### src/design/chsh_slot_ram.sv
// Generic single-write, single-read synchronous RAM with registered read data.
`default_nettype none
module chsh_slot_ram #(
  parameter int DATA_W = 8,
  parameter int ADDR_W = 4
) (
  input  wire logic              clk,
  input  wire logic              we,
  input  wire logic [ADDR_W-1:0] waddr,
  input  wire logic [DATA_W-1:0] wdata,
  input  wire logic [ADDR_W-1:0] raddr,
  output logic      [DATA_W-1:0] rdata
);

  logic [DATA_W-1:0] mem [2**ADDR_W];

  always_ff @(posedge clk) begin
    if (we) begin
      mem[waddr] <= wdata;
    end
  end

  always_ff @(posedge clk) begin
    rdata <= mem[raddr];
  end

endmodule
`default_nettype wire

### config.mk
export PLATFORM = sky130hd
export DESIGN_NAME = chsh_slot_ram
export DESIGN_NICKNAME = d
export VERILOG_FILES = /design/src/design/chsh_slot_ram.sv
export SDC_FILE = /design/constraint.sdc
export NUM_CORES = 1
export LEC_CHECK = 0
export BUFFER_PORTS_ARGS = -buffer_cell sky130_fd_sc_hd__buf_2
export CORE_MARGIN = 4
export CORE_UTILIZATION = 45
export DETAILED_ROUTE_END_ITERATION = 6
export MAX_ROUTING_LAYER = met4
export PLACE_DENSITY = 0.64
export SLEW_MARGIN = 20
export SYNTH_ARGS = -nofsm -noshare
export SYNTH_HDL_FRONTEND = slang
export SYNTH_SLANG_ARGS = --single-unit
### constraint.sdc
create_clock -name clk -period 1.7 [get_ports clk]
set_input_delay 0.085 -clock clk [delete_from_list [all_inputs] [get_ports clk]]
set_output_delay 0.085 -clock clk [all_outputs]
set_load 0.03 [all_outputs]
==> metrics.txt <==
async set-or-reset flop fraction in the synthesized netlist 0; number of enable-type register cells in the synthesized netlist 128; vias in the first global route 2,521; slew at the pin closest to its max-slew limit 0.417 ns; starting density of the core 0.467; worst-case headroom to the max-slew limit 0.722; layout cells sized above 1 0.331; ratio of final minimum period to clock period 0.805; synthesized netlist cell count 229; worst setup path class register to register; top post-synthesis cells by area sky130_fd_sc_hd__edfxtp_1 (75%), sky130_fd_sc_hd__mux4_2 (7.9%), sky130_fd_sc_hd__mux4_1 (7.1%), sky130_fd_sc_hd__dfxtp_1 (3.1%), sky130_fd_sc_hd__a22oi_1 (2.3%); Die Height 115 µm; share of the synthesized netlist area taken by xor and xnor gates 0; synthesized area divided by synthesized cell count 22.5 µm²; sort of element at the end of the critical path register; number of antenna violations at the first check in global routing 0; Iteration-0 DRC Markers 232; Vias/cell 5.57; Clock Latency Late Sink 0.41 ns; overall overflow remaining after global route 0; Overall Global Routing Usage 0.165; Adder-Cell Fraction of Synth Area 0; clock buffer depth 2; Maximum Capacitance Violations 0; share of synthesized area spent on multiplexers 0.150; post-detail-place hpwl 6050 µm; TritonCTS clock tree built; Final Instance Area 6190 µm²; ANT cells 0; sum of routed wire length over all layers 9590 µm; main combinational cell family by area after synthesis multiplexers; setup repair after global routing missed its margin no; Boundary Pins 26; cell taking the most area after synthesis sky130_fd_sc_hd__edfxtp_1; Total Negative Setup Slacks 0 ns; total of cells resized after clock tree synthesis 0; final hold viol count 0; most numerous cell types in the synthesized netlist sky130_fd_sc_hd__edfxtp_1 (128), sky130_fd_sc_hd__mux4_2 (18), sky130_fd_sc_hd__a22oi_1 (16); pin count of the biggest net entering global routing 33; endpoint required time on the critical path 1.99 ns; fin. max-slew vios 0; clock slew at the register clock pins of the worst setup and hold paths 0.06 ns; total power per unit cell area 1280 nW/µm²; clock skew 0.00623 ns; number of buffers created by CTS 17; layout net count 304; largest incremental delay on the critical path 0.51 ns; maximum net fanout on the critical path 1; most frequent cell after synthesis sky130_fd_sc_hd__edfxtp_1; placed inst area 5570 µm²; cell type group with the largest total delay on the critical path multiplexers; CTS Hold Bufs 0; total number of vias 2,447; buffers plus inverters on the worst setup path 0; CTS sink count 136; core box area 11,000 µm²; width of the die 115 µm; outcome completed; deepest level of the CTS H-tree 4; setup-violating endpoint count in the final report 0; VDD IR-drop max 0.532 mV; yosys warns 0; synthesis-to-finish area growth 20.2%; Leakage 0.00212 µW; setup repair bufs after CTS 0; area fraction in compound gates after synthesis 0.0233; number of synthesized register bits 136; minimum hold slack 0.0496 ns; Mapped Nets 247; startpoint types register; post-synthesis instance area 5150 µm²; flip-flop cell with the highest count after synthesis sky130_fd_sc_hd__edfxtp_1; Hold Path Class input pin to register; first-pass GRT wire length 15,000 µm; site row count 38; sequential fraction of the synthesis area 0.778; Wirelength per Cell 21.8 µm; DRC viols 0; Routed Antenna Nets 0; Synth cell types 19; minimum clock period 1.37 ns; Achievable Freq 731 MHz; slowest cell on the critical path sky130_fd_sc_hd__mux4_1; FILL cells 833; area enclosed by the die boundary 13,200 µm²; clock root buffer master sky130_fd_sc_hd__clkbuf_16; data arrival time at the worst-slack endpoint 1.66 ns; number of detailed-route iterations in the first pass 4; number of buffers added on ports 25; area fraction of the dominant cell type after synthesis 0.747; GPL Wtd Cong 0.771; simple-gate area share of the yosys netlist 0.0318; cells along the critical path mux4_1, a22oi_1, nand2_1
-- final cells by class --
| type | count | area (µm²) | share of cell area |
|---|---|---|---|
| sequential | 136 | 4000 | 0.647 |
| tap | 140 | 175 | 0.0283 |
| clock buffer | 17 | 425 | 0.0687 |
| clock inverter | 15 | 193 | 0.0311 |
| multi-input combinational | 83 | 1060 | 0.171 |
| timing repair buffer | 48 | 335 | 0.0542 |
-- placed cells by master, fill, tap and decap left out, drive strengths merged --
cell | netlist | routed
edfxtp | 128 | 128
buf | 7 | 48
mux4 | 32 | 32
clkbuf | 0 | 17
a22oi | 16 | 16
nor2 | 13 | 13
nand2 | 9 | 9
dfxtp | 8 | 8
nor3 | 4 | 4
clkinv | 0 | 4
clkinvlp | 0 | 4
inv | 0 | 4
bufinv | 0 | 3
nand3b | 2 | 2
nand2b | 2 | 2
nor2b | 1 | 1
and2 | 1 | 1
and2b | 1 | 1
nand3 | 1 | 1
or3b | 1 | 1
-- registers in the layout, indices dropped and copies added, names as in the netlist --
signal,flops
mem,128
rdata,8
-- path summary, 6_finish.rpt --
kind              startpoint   endpoint  slack [ns]  depth (start not counted)
hold reg to reg   mem[14][4]   rdata[4]        0.67                          3
hold / removal      wdata[4]  mem[6][4]        0.05                          1
setup / recovery   mem[9][3]   rdata[3]        0.33                          3
setup reg to reg   mem[9][3]   rdata[3]        0.33                          3
-- cells by family (layout without fill, tap and decap cells) --
family	Yosys count	in the layout
AOI/OAI and AO/OA	16	16
and+or+nand+nor	35	35
DFF	136	136
buffers and inverters	10	80
muxes	32	32
-- per-stage QoR --
stage                     cells  setup WS, ns  total power (µW)  utilization
final                       439         0.331              7930        0.561
after global routing        439         0.277              8190        0.561
after CTS                   439         0.330              7980        0.561
after global placement      407         0.115              4230        0.505
after floorplan             229         0.122              4070            -
after detailed placement    407         0.105              4240        0.505
-- power breakdown --
part | total, µW | internal, µW | switching, µW
logic | 395 | 158 | 237
registers | 3770 | 3750 | 21.8
clock network | 3760 | 2340 | 1430
-- worst reg2reg max path: cells and delay by family, from the launching register on --
family          cells  cell delay (ns)
mux                 1             0.51
flops               1             0.35
compound gates      1             0.31
simple gates        1             0.08
-- layer usage --
layer  up-vias  GRT usage  part of all wire
li1       1090          -                 -
met1      1275      0.235              0.47
met2        74      0.231              0.47
met3         8     0.0463             0.049
met4         0     0.0563             0.011
met5         -          -                 0
Note: power is estimated with default switching activity, not from simulation.
